$ cat config.mk
export PLATFORM = sky130hd
export DESIGN_NAME = sorted_keyframe_table_insert_top_flat
export DESIGN_NICKNAME = d
export VERILOG_FILES = /design/src/hdl/skfti_pkg.sv /design/src/hdl/skfti_if.sv /design/src/hdl/sorted_keyframe_table_insert_top.sv /design/src/hdl/skfti_cfg.sv /design/src/hdl/skfti_cell.sv /design/src/flat_wrapper.sv
export SDC_FILE = /design/constraint.sdc
export NUM_CORES = 2
export LEC_CHECK = 0
export BUFFER_PORTS_ARGS = -buffer_cell sky130_fd_sc_hd__buf_2
export CORE_UTILIZATION = 50
export CTS_BUF_LIST = sky130_fd_sc_hd__clkbuf_4 sky130_fd_sc_hd__clkbuf_8
export DETAILED_ROUTE_END_ITERATION = 10
export GPL_TIMING_DRIVEN = 0
export MAX_ROUTING_LAYER = met4
export PLACE_DENSITY_LB_ADDON = 0.05
export SYNTH_ARGS = -nofsm -noshare
export SYNTH_HDL_FRONTEND = slang
export SYNTH_HIERARCHICAL = 1
export SYNTH_SLANG_ARGS = --single-unit
$ cat constraint.sdc
create_clock -name i_clk -period 20.8 [get_ports i_clk]
set_input_delay 2.08 -clock i_clk [delete_from_list [all_inputs] [get_ports i_clk]]
set_output_delay 2.08 -clock i_clk [all_outputs]
set_load 0.02 [all_outputs]
$ cat src/hdl/skfti_pkg.sv
package skfti_pkg;

    localparam int TABLE_DEPTH = 16;
    localparam int KEY_W       = 16;
    localparam int VAL_W       = 32;
    localparam int SLOT_W      = 4;
    localparam int ENTRIES_W   = 5;
    localparam int TOL_W       = 16;
    localparam int ADDR_W      = 3;
    localparam int DATA_W      = 32;

    localparam logic [TOL_W-1:0]     TOL_RESET     = 16'd128;
    localparam logic [ENTRIES_W-1:0] ENTRIES_RESET = 5'd10;

    localparam logic OP_SET  = 1'b0;
    localparam logic OP_READ = 1'b1;

    // register index, taken from paddr[2]
    localparam logic REG_MERGE_TOL = 1'b0;
    localparam logic REG_ENTRIES   = 1'b1;

    typedef enum logic [1:0] {
        ST_INSERTED = 2'd0,
        ST_REPLACED = 2'd1,
        ST_DROPPED  = 2'd2,
        ST_READ     = 2'd3
    } t_status;

    typedef struct packed {
        logic [TOL_W-1:0]     merge_tol;
        logic [ENTRIES_W-1:0] entries;
    } t_cfg;

    // handed from cell i to cell i+1
    typedef struct packed {
        logic                    found;  // some earlier cell matched
        logic                    shift;  // an insert happened earlier: move down
        logic [KEY_W-1:0]        key;
        logic signed [VAL_W-1:0] value;
    } t_link;

endpackage

$ cat src/hdl/skfti_if.sv
interface skfti_in_if import skfti_pkg::*; ();
    logic                    valid;
    logic                    ready;
    logic                    op;
    logic [KEY_W-1:0]        key;
    logic signed [VAL_W-1:0] frame_value;
    logic [SLOT_W-1:0]       read_slot;

    modport source (output valid, op, key, frame_value, read_slot, input ready);
    modport sink   (input valid, op, key, frame_value, read_slot, output ready);
endinterface

interface skfti_out_if import skfti_pkg::*; ();
    logic                    valid;
    logic                    ready;
    t_status                 status;
    logic [SLOT_W-1:0]       position;
    logic [KEY_W-1:0]        entry_key;
    logic signed [VAL_W-1:0] entry_value;

    modport source (output valid, status, position, entry_key, entry_value, input ready);
    modport sink   (input valid, status, position, entry_key, entry_value, output ready);
endinterface

$ cat src/hdl/sorted_keyframe_table_insert_top.sv
// Sorted key/value table with insert-or-merge and slot reads, one result per item.
// The result is valid in the output register in the cycle after the input transfer.
// Throughput: 1 item per cycle while results are taken; the path that sets the
//   clock is the first-hit ripple through the row of TABLE_DEPTH cells.
// Reset: synchronous active low; table cleared to zero in the reset cycle,
//   registers return to merge_tolerance 128 and entries_in_use 10.
module sorted_keyframe_table_insert_top import skfti_pkg::*; (
    input  logic              i_clk,
    input  logic              i_rst_n,
    skfti_in_if.sink          in_ch,
    skfti_out_if.source       out_ch,
    input  logic              psel,
    input  logic              penable,
    input  logic              pwrite,
    input  logic [ADDR_W-1:0] paddr,
    input  logic [DATA_W-1:0] pwdata,
    output logic [DATA_W-1:0] prdata,
    output logic              pready
);

    t_cfg w_cfg;

    // configuration registers
    skfti_cfg u_cfg (
        .i_clk   (i_clk),
        .i_rst_n (i_rst_n),
        .psel    (psel),
        .penable (penable),
        .pwrite  (pwrite),
        .paddr   (paddr),
        .pwdata  (pwdata),
        .prdata  (prdata),
        .pready  (pready),
        .o_cfg   (w_cfg)
    );

    // handshake: the output register frees up when its result is taken
    logic r_out_valid;
    logic w_in_ready;
    logic w_xfer;
    logic w_upd;

    assign w_in_ready  = !r_out_valid || out_ch.ready;
    assign in_ch.ready = w_in_ready;
    assign w_xfer      = in_ch.valid && w_in_ready;
    assign w_upd       = w_xfer && (in_ch.op == OP_SET);

    // cell row; link[i] feeds cell i, cell 0 sees nothing before it
    t_link                   w_link [TABLE_DEPTH+1];
    logic [TABLE_DEPTH-1:0]  w_first;
    logic [TABLE_DEPTH-1:0]  w_merge;
    logic [TABLE_DEPTH-1:0]  w_in_use;
    logic [TABLE_DEPTH-1:0]  w_rsel;
    logic [KEY_W-1:0]        w_cell_key [TABLE_DEPTH];
    logic signed [VAL_W-1:0] w_cell_val [TABLE_DEPTH];

    assign w_link[0] = '0;

    genvar g;
    generate
        for (g = 0; g < TABLE_DEPTH; g++) begin : g_cell
            // zero slots in use acts as one; above depth is simply all cells
            assign w_in_use[g] = (g == 0) || (32'(g) < 32'(w_cfg.entries));
            assign w_rsel[g]   = (32'(in_ch.read_slot) == 32'(g));

            skfti_cell u_cell (
                .i_clk    (i_clk),
                .i_rst_n  (i_rst_n),
                .i_upd    (w_upd),
                .i_in_use (w_in_use[g]),
                .i_key    (in_ch.key),
                .i_value  (in_ch.frame_value),
                .i_tol    (w_cfg.merge_tol),
                .i_prev   (w_link[g]),
                .o_next   (w_link[g+1]),
                .o_first  (w_first[g]),
                .o_merge  (w_merge[g]),
                .o_key    (w_cell_key[g]),
                .o_value  (w_cell_val[g])
            );
        end
    endgenerate

    // one-hot selects: the first-hit cell for a set, the addressed cell for a read.
    // The read slot is SLOT_W bits wide, so every read addresses one of the TABLE_DEPTH cells.
    logic [KEY_W-1:0]        w_hit_key;
    logic [SLOT_W-1:0]       w_hit_pos;
    logic [KEY_W-1:0]        w_rd_key;
    logic signed [VAL_W-1:0] w_rd_val;
    logic                    w_sorted;

    always_comb begin
        w_hit_key = '0;
        w_hit_pos = '0;
        w_rd_key  = '0;
        w_rd_val  = '0;
        w_sorted  = 1'b1;
        for (int i = 0; i < TABLE_DEPTH; i++) begin
            if (w_first[i]) begin
                w_hit_key = w_hit_key | w_cell_key[i];
                w_hit_pos = w_hit_pos | SLOT_W'(i);
            end
            if (w_rsel[i]) begin
                w_rd_key = w_rd_key | w_cell_key[i];
                w_rd_val = w_rd_val | w_cell_val[i];
            end
            if (i > 0) begin
                if (w_cell_key[i] > w_cell_key[i-1]) begin
                    w_sorted = 1'b0;
                end
            end
        end
    end

    // result register
    t_status                 n_status;
    logic [SLOT_W-1:0]       n_pos;
    logic [KEY_W-1:0]        n_key;
    logic signed [VAL_W-1:0] n_val;
    t_status                 r_status;
    logic [SLOT_W-1:0]       r_pos;
    logic [KEY_W-1:0]        r_key;
    logic signed [VAL_W-1:0] r_val;

    always_comb begin
        if (in_ch.op == OP_READ) begin
            n_status = ST_READ;
            n_pos    = in_ch.read_slot;
            n_key    = w_rd_key;
            n_val    = w_rd_val;
        end else if (!w_link[TABLE_DEPTH].found) begin
            // key below every entry in use
            n_status = ST_DROPPED;
            n_pos    = '0;
            n_key    = '0;
            n_val    = '0;
        end else if (|w_merge) begin
            n_status = ST_REPLACED;
            n_pos    = w_hit_pos;
            n_key    = w_hit_key;
            n_val    = in_ch.frame_value;
        end else begin
            n_status = ST_INSERTED;
            n_pos    = w_hit_pos;
            n_key    = in_ch.key;
            n_val    = in_ch.frame_value;
        end
    end

    always_ff @(posedge i_clk) begin
        if (!i_rst_n) begin
            r_out_valid <= 1'b0;
        end else if (w_xfer) begin
            r_out_valid <= 1'b1;
        end else if (out_ch.ready) begin
            r_out_valid <= 1'b0;
        end
    end

    always_ff @(posedge i_clk) begin
        if (w_xfer) begin
            r_status <= n_status;
            r_pos    <= n_pos;
            r_key    <= n_key;
            r_val    <= n_val;
        end
    end

    assign out_ch.valid       = r_out_valid;
    assign out_ch.status      = r_status;
    assign out_ch.position    = r_pos;
    assign out_ch.entry_key   = r_key;
    assign out_ch.entry_value = r_val;

    // checks
    a_sorted: assert property (@(posedge i_clk) disable iff (!i_rst_n) w_sorted)
        else $error("table keys not in descending order");

    a_one_first: assert property (@(posedge i_clk) disable iff (!i_rst_n)
        $onehot0(w_first))
        else $error("more than one insert point");

    a_xfer_result: assert property (@(posedge i_clk) disable iff (!i_rst_n)
        w_xfer |=> r_out_valid)
        else $error("input transfer without a result");

    a_rst_idle: assert property (@(posedge i_clk) !i_rst_n |=> !r_out_valid)
        else $error("result valid after reset");

endmodule

$ cat src/hdl/skfti_cfg.sv
module skfti_cfg import skfti_pkg::*; (
    input  logic              i_clk,
    input  logic              i_rst_n,
    input  logic              psel,
    input  logic              penable,
    input  logic              pwrite,
    input  logic [ADDR_W-1:0] paddr,
    input  logic [DATA_W-1:0] pwdata,
    output logic [DATA_W-1:0] prdata,
    output logic              pready,
    output t_cfg              o_cfg
);

    logic [TOL_W-1:0]     r_merge_tol;
    logic [ENTRIES_W-1:0] r_entries;
    logic                 w_wr;

    assign pready = 1'b1;
    assign w_wr   = psel && penable && pwrite;

    always_ff @(posedge i_clk) begin
        if (!i_rst_n) begin
            r_merge_tol <= TOL_RESET;
            r_entries   <= ENTRIES_RESET;
        end else if (w_wr) begin
            case (paddr[2])
                REG_MERGE_TOL: r_merge_tol <= pwdata[TOL_W-1:0];
                REG_ENTRIES:   r_entries   <= pwdata[ENTRIES_W-1:0];
                default:       ;
            endcase
        end
    end

    always_comb begin
        case (paddr[2])
            REG_MERGE_TOL: prdata = {{(DATA_W-TOL_W){1'b0}}, r_merge_tol};
            REG_ENTRIES:   prdata = {{(DATA_W-ENTRIES_W){1'b0}}, r_entries};
            default:       prdata = '0;
        endcase
    end

    assign o_cfg.merge_tol = r_merge_tol;
    assign o_cfg.entries   = r_entries;

endmodule

$ cat src/hdl/skfti_cell.sv
module skfti_cell import skfti_pkg::*; (
    input  logic                    i_clk,
    input  logic                    i_rst_n,
    input  logic                    i_upd,      // set item transferred this cycle
    input  logic                    i_in_use,
    input  logic [KEY_W-1:0]        i_key,
    input  logic signed [VAL_W-1:0] i_value,
    input  logic [TOL_W-1:0]        i_tol,
    input  t_link                   i_prev,
    output t_link                   o_next,
    output logic                    o_first,
    output logic                    o_merge,
    output logic [KEY_W-1:0]        o_key,
    output logic signed [VAL_W-1:0] o_value
);

    logic [KEY_W-1:0]        r_key;
    logic signed [VAL_W-1:0] r_value;
    logic [KEY_W-1:0]        n_key;
    logic signed [VAL_W-1:0] n_value;
    logic                    w_hit;
    logic [KEY_W-1:0]        w_diff;

    // table is sorted descending, so the first hit is the insert point
    assign w_hit   = i_in_use && ((r_key == '0) || (i_key >= r_key));
    assign o_first = w_hit && !i_prev.found;
    assign w_diff  = i_key - r_key;
    assign o_merge = o_first && (r_key != '0) && (w_diff < i_tol);

    assign o_next.found = i_prev.found || w_hit;
    assign o_next.shift = i_prev.shift || (o_first && !o_merge);
    assign o_next.key   = r_key;
    assign o_next.value = r_value;

    always_comb begin
        n_key   = r_key;
        n_value = r_value;
        if (o_merge) begin
            n_value = i_value;
        end else if (o_first) begin
            n_key   = i_key;
            n_value = i_value;
        end else if (i_prev.shift && i_in_use) begin
            n_key   = i_prev.key;
            n_value = i_prev.value;
        end
    end

    always_ff @(posedge i_clk) begin
        if (!i_rst_n) begin
            r_key   <= '0;
            r_value <= '0;
        end else if (i_upd) begin
            r_key   <= n_key;
            r_value <= n_value;
        end
    end

    assign o_key   = r_key;
    assign o_value = r_value;

endmodule

$ cat src/flat_wrapper.sv
// flat-port wrapper written by rule: the top's interface ports become plain ports
module sorted_keyframe_table_insert_top_flat import skfti_pkg::*;
  (i_clk, i_rst_n, psel, penable, pwrite, paddr, pwdata, prdata, pready, in_ch_valid, in_ch_op, in_ch_key, in_ch_frame_value, in_ch_read_slot, in_ch_ready, out_ch_valid, out_ch_status, out_ch_position, out_ch_entry_key, out_ch_entry_value, out_ch_ready);
  skfti_in_if in_ch_i ();
  skfti_out_if out_ch_i ();
  input  logic i_clk;
  input  logic i_rst_n;
  input  logic psel;
  input  logic penable;
  input  logic pwrite;
  input  logic [ADDR_W-1:0] paddr;
  input  logic [DATA_W-1:0] pwdata;
  output logic [DATA_W-1:0] prdata;
  output logic pready;
  input wire logic [$bits(in_ch_i.valid)-1:0] in_ch_valid;
  input wire logic [$bits(in_ch_i.op)-1:0] in_ch_op;
  input wire logic [$bits(in_ch_i.key)-1:0] in_ch_key;
  input wire logic [$bits(in_ch_i.frame_value)-1:0] in_ch_frame_value;
  input wire logic [$bits(in_ch_i.read_slot)-1:0] in_ch_read_slot;
  output wire logic [$bits(in_ch_i.ready)-1:0] in_ch_ready;
  output wire logic [$bits(out_ch_i.valid)-1:0] out_ch_valid;
  output wire logic [$bits(out_ch_i.status)-1:0] out_ch_status;
  output wire logic [$bits(out_ch_i.position)-1:0] out_ch_position;
  output wire logic [$bits(out_ch_i.entry_key)-1:0] out_ch_entry_key;
  output wire logic [$bits(out_ch_i.entry_value)-1:0] out_ch_entry_value;
  input wire logic [$bits(out_ch_i.ready)-1:0] out_ch_ready;
  assign in_ch_i.valid = in_ch_valid;
  assign in_ch_i.op = in_ch_op;
  assign in_ch_i.key = in_ch_key;
  assign in_ch_i.frame_value = in_ch_frame_value;
  assign in_ch_i.read_slot = in_ch_read_slot;
  assign in_ch_ready = in_ch_i.ready;
  assign out_ch_valid = out_ch_i.valid;
  assign out_ch_status = out_ch_i.status;
  assign out_ch_position = out_ch_i.position;
  assign out_ch_entry_key = out_ch_i.entry_key;
  assign out_ch_entry_value = out_ch_i.entry_value;
  assign out_ch_i.ready = out_ch_ready;
  sorted_keyframe_table_insert_top u_core (.i_clk(i_clk), .i_rst_n(i_rst_n), .in_ch(in_ch_i), .out_ch(out_ch_i), .psel(psel), .penable(penable), .pwrite(pwrite), .paddr(paddr), .pwdata(pwdata), .prdata(prdata), .pready(pready));
endmodule
* Word-level counts from Yosys, hierarchy flattened
Cells that the tools add are included.
Operators by class: add/subtract/negate cells 16, $mul 0, div/mod/pow operators 0, magnitude comparators 47, equal/unequal tests 15, shift operators 0, mux-type cells 152, bitwise gates (word level) 64, reduce and logical (&&, ||, !) cells 274
Operators with widths (count):
- $mux 32 | 65
- $mux 16 | 65
- $or 16x16->16 | 30
- $or 32x32->32 | 15
- $ge 16x16->1 | 16
- $logic_not 16->1 | 16
- $lt 16x16->1 | 16
- $reduce_bool 16->1 | 16
- $sub 16x16->16 | 16
- $logic_and 1x1->1 | 96
- $pmux 32 s2 | 1
- $reduce_and 3->1 | 16
- $logic_or 1x1->1 | 46
- $reduce_bool 3->1 | 15
- $lt 4x5->1 const A | 8
- $mux 4 | 10
- $reduce_and 2->1 | 18
- $reduce_bool 2->1 | 17
- $eq 4x4->1 const B | 8
- $logic_not 1->1 | 31
- $lt 3x5->1 const A | 4
- $not 1->1 | 19
- $eq 4x3->1 const B | 4
- $reduce_or 16->1 | 1
- 9 further kinds | 19
Storage, ports and cells: register bits 844, latch bits 0, RAM bits 0, ROM bits 0, output and inout port bits 89, logic and storage cells 608, memories kept 0

* Longest topological paths before layout
depth in word-level cells 36, mapped depth 37

* Modules after synthesis
Netlist, hierarchy kept.
By module, submodules not included:
- skfti_cell (u_core.g_cell[0].u_cell ...) | times used 10, cells an instance 458, area each 3907.5 um^2, seq. area each 960.9 um^2
- sorted_keyframe_table_insert_top | times used 1, cells an instance 1184, area each 9273.9 um^2, seq. area each 1641.6 um^2
- skfti_cell (u_core.g_cell[7].u_cell ...) | times used 2, cells an instance 467, area each 3900.0 um^2, seq. area each 960.9 um^2
- skfti_cell (u_core.g_cell[5].u_cell ...) | times used 2, cells an instance 442, area each 3753.6 um^2, seq. area each 960.9 um^2
- skfti_cell (u_core.g_cell[9].u_cell) | times used 1, cells an instance 458, area each 3871.2 um^2, seq. area each 960.9 um^2
- skfti_cell (u_core.g_cell[4].u_cell) | times used 1, cells an instance 429, area each 3699.8 um^2, seq. area each 960.9 um^2
- skfti_cfg | times used 1, cells an instance 127, area each 1143.6 um^2, seq. area each 420.4 um^2

* Worst setup path before layout
OpenSTA, ideal clock, no wires.
kind input to register, start input in_ch_key[7], end register u_core.g_cell[15].u_cell.r_key[10], library setup time 0.131 ns, arrival 8.606 ns, required time 20.669 ns, path slack 12.063 ns, stages 34, path buffers 2, cell sequence ha_1 > a21oi_1 > o21ai_1 > o21a_1 > o21a_1 > o41a_1 > or4b_1 > nand3_1 > ha_1 > nand4_1 > a2111oi_0 > or4_1 > a21o_1 > a21o_1 > a21o_1 > a21o_1 > nand2b_1 > inv_1 > o21ai_0 > inv_1 > o21ai_0 > o21bai_1 > o21bai_1 > a21o_1 > a21o_1 > a21o_1 > a21o_1 > a21o_1 > a21o_1 > and3_1 > clkbuf_1 > o2bb2ai_1 > buf_4 > a221oi_2
RTL lines:
- from (decl) | line flat_wrapper.sv:17 | input wire logic [$bits(in_ch_i.key)-1:0] in_ch_key;
- to (signal assigned) | line skfti_cell.sv:54 | r_key <= n_key;
- to (decl) | line skfti_cell.sv:17 | logic [KEY_W-1:0] r_key;

==> results.cfg <==
[critical_path]
critPathSlowestCell = buf_2
crit_type = in -> reg
crit_family = compound AO/OA/AOI/OAI gates
critPathRequiredTime_ns = 21.60
crit_fanout = 33
slowest_delay_ns = 1.10
path_common_cell = a21o_1
ff2ff_setup_slack_ns = 10.12
critPathLaunchType = primary input
r2r_start = u_core/g_cell[0].u_cell/o_key[7]
cp.arrival_ns = 12.87
critical_path_buf_inv_count = 5
crit_start = in_ch_key[7]
worstSetupEndpointType = register
reg2reg_depth = 35
worstReg2RegEnd = u_core/g_cell[15].u_cell/o_key[0]

[final_layout]
drive_above_1_share_pct = 19.6
post-route-util_pct = 55.5
syn2layout_area_growth_pct = 10.1
nets = 9580

[sta]
worst-slew-pin-transition_ns = 1.62
slew_headroom_pct = -8.01
fin_tns_setup_ns = 0
rsz0062_at_grt = no
fin_crit_ns = 12.08
setup_ws_ns = 8.72
clock_skew_ns = 0.0683
setup_violations = 0
hold-worst-slack_ns = 0.499
maxSlewViolCount = 157
fin_crit_sh_pct = 58.1
fmaxAchievable_ghz = 0.0828
hold_viol = 0

[synthesis]
avgSynthCellArea_um2 = 8.42
netlist_instances = 8579
synthesis.area_um2 = 72200
yosysWarnings = 6

[place]
port_buffers = 146
place_congestion = 1.11
place_ws_ns = 8.39
place.detailed.hpwl_um = 275000

[grt]
grt_max_degree = 42
track_usage_pct = 48.8
grt_overflow = 0
antenna_found_initial = 25
grt_first_pass_wirelength_um = 498000
grt_pass1_vias = 68800

[power]
cellPowerDensity_nw_per_um2 = 69.4
ir_worst_vdd_mv = 0.0606
power_uw = 5520
p_leak_uw = 0.0319

[clock_tree]
cts_setup_buffers = 0
cts_root_buf = clkbuf_8
cts_resized = 0
cts_buffer_depth = 3
path_clk_slew_ns = 0.06
htreeDepth = 4
worstSkewPairLatency_ns = 0.97
cts_hold_buf = 0
cts_sinks = 844
cts_buffers = 157
cts_tree = yes

[floorplan]
die-area_um2 = 146000
die_y_um = 382
rows = 139
die_w_um = 382
pin_count = 184
start_util_pct = 50.4
core_area_um2 = 143000

[route]
wire_per_inst_um = 32.8
wirelength_um = 361000
drt_iter0_drc = 9482
vias_per_cell = 6.61
first_pass_iters = 10
antenna_left = 0
drc = 0
num_vias = 72800

[outcome]
status = complete, but fails checks
violations = max-capacitance violations, max-slew violations

[min_path]
hold_path_depth = 2
min_from = u_core/u_cfg/r_entries[2]
hold_class = reg -> reg
min_to = u_core/u_cfg/r_entries[2]

[flow_run]
max_cap_viol_count = 8
-- power breakdown --
part	internal (µW)	switching, µW
Clock	985	834
Sequential	1750	205
Combinational	701	1050
Total	3430	2090
-- sequential cells by signal, indices dropped and copies added, names as in the netlist --
name and flops:
u_core/g_cell.u_cell/o_key 256, u_core/out_ch.valid 1, u_core/out_ch.entry_value 32, u_core/g_cell.u_cell/o_value 512, u_core/u_cfg/r_entries 5, u_core/out_ch.status 2
u_core/u_cfg/r_merge_tol 16, u_core/out_ch.position 4, u_core/out_ch.entry_key 16
-- cells in the final DEF (no fill, tap or decap), types with 56 or more instances in the layout --
cell type / count
dfxtp_1: 774
nand2_1: 222
o22ai_1: 107
xnor2_1: 153
buf_2: 311
clkbuf_1: 311
clkbuf_8: 177
nand3_1: 97
buf_4: 808
nor2b_1: 65
a221oi_2: 100
buf_6: 56
a21o_1: 115
a21oi_1: 789
nand4_1: 82
inv_1: 749
a221oi_1: 77
ha_1: 496
a211oi_1: 132
o21a_1: 64
conb_1: 74
nor4_1: 69
nor3_1: 73
mux2i_1: 705
nor2_1: 388
o31ai_1: 499
o21ai_0: 199
a22oi_1: 285
-- worst max path at each step --
stage / to / slack [ns] / cells past startpoint
detailed placement: u_core/g_cell[15].u_cell/o_value[27] / 8.39 / 36
global placement: u_core/g_cell[15].u_cell/o_key[1] / 8.30 / 35
floorplan: u_core/g_cell[15].u_cell/o_key[10] / 12.08 / 34
CTS: u_core/g_cell[15].u_cell/o_key[11] / 9.35 / 35
global route: u_core/g_cell[15].u_cell/o_key[13] / 8.85 / 37
finish: u_core/g_cell[15].u_cell/o_key[0] / 8.72 / 35
-- cell type report --
class	count	area, µm²
tap	1903	2380
sequential	844	17500
timing repair buffer	165	1150
buffer	1350	8760
antenna	25	62.6
clock buffer	223	2760
inverter	751	2820
fill	13300	63900
multi-input combinational	5704	43500
clock inverter	56	649
-- routing by layer --
layer | vias up | global-route usage (%) | share of wire, %
li1 | 31800 | - | -
met1 | 35100 | 57.6 | 38
met2 | 4580 | 72.6 | 43
met3 | 1341 | 11.4 | 10
met4 | 0 | 35.3 | 8.8
met5 | - | - | 0
-- per-stage QoR --
stage / instances / cell area [µm²]
CTS: 11000 / 79500
global route: 11000 / 79500
finish: 11000 / 79600
global placement: 10700 / 75600
floorplan: 8649 / 72500
detailed placement: 10700 / 76100
-- worst min-delay path, stage by stage (launching register included) --
cell	delay, ns
dfxtp_1	0.32
nand2_1	0.06
mux2i_1	0.06
Note: power is estimated with default switching activity, not from simulation.
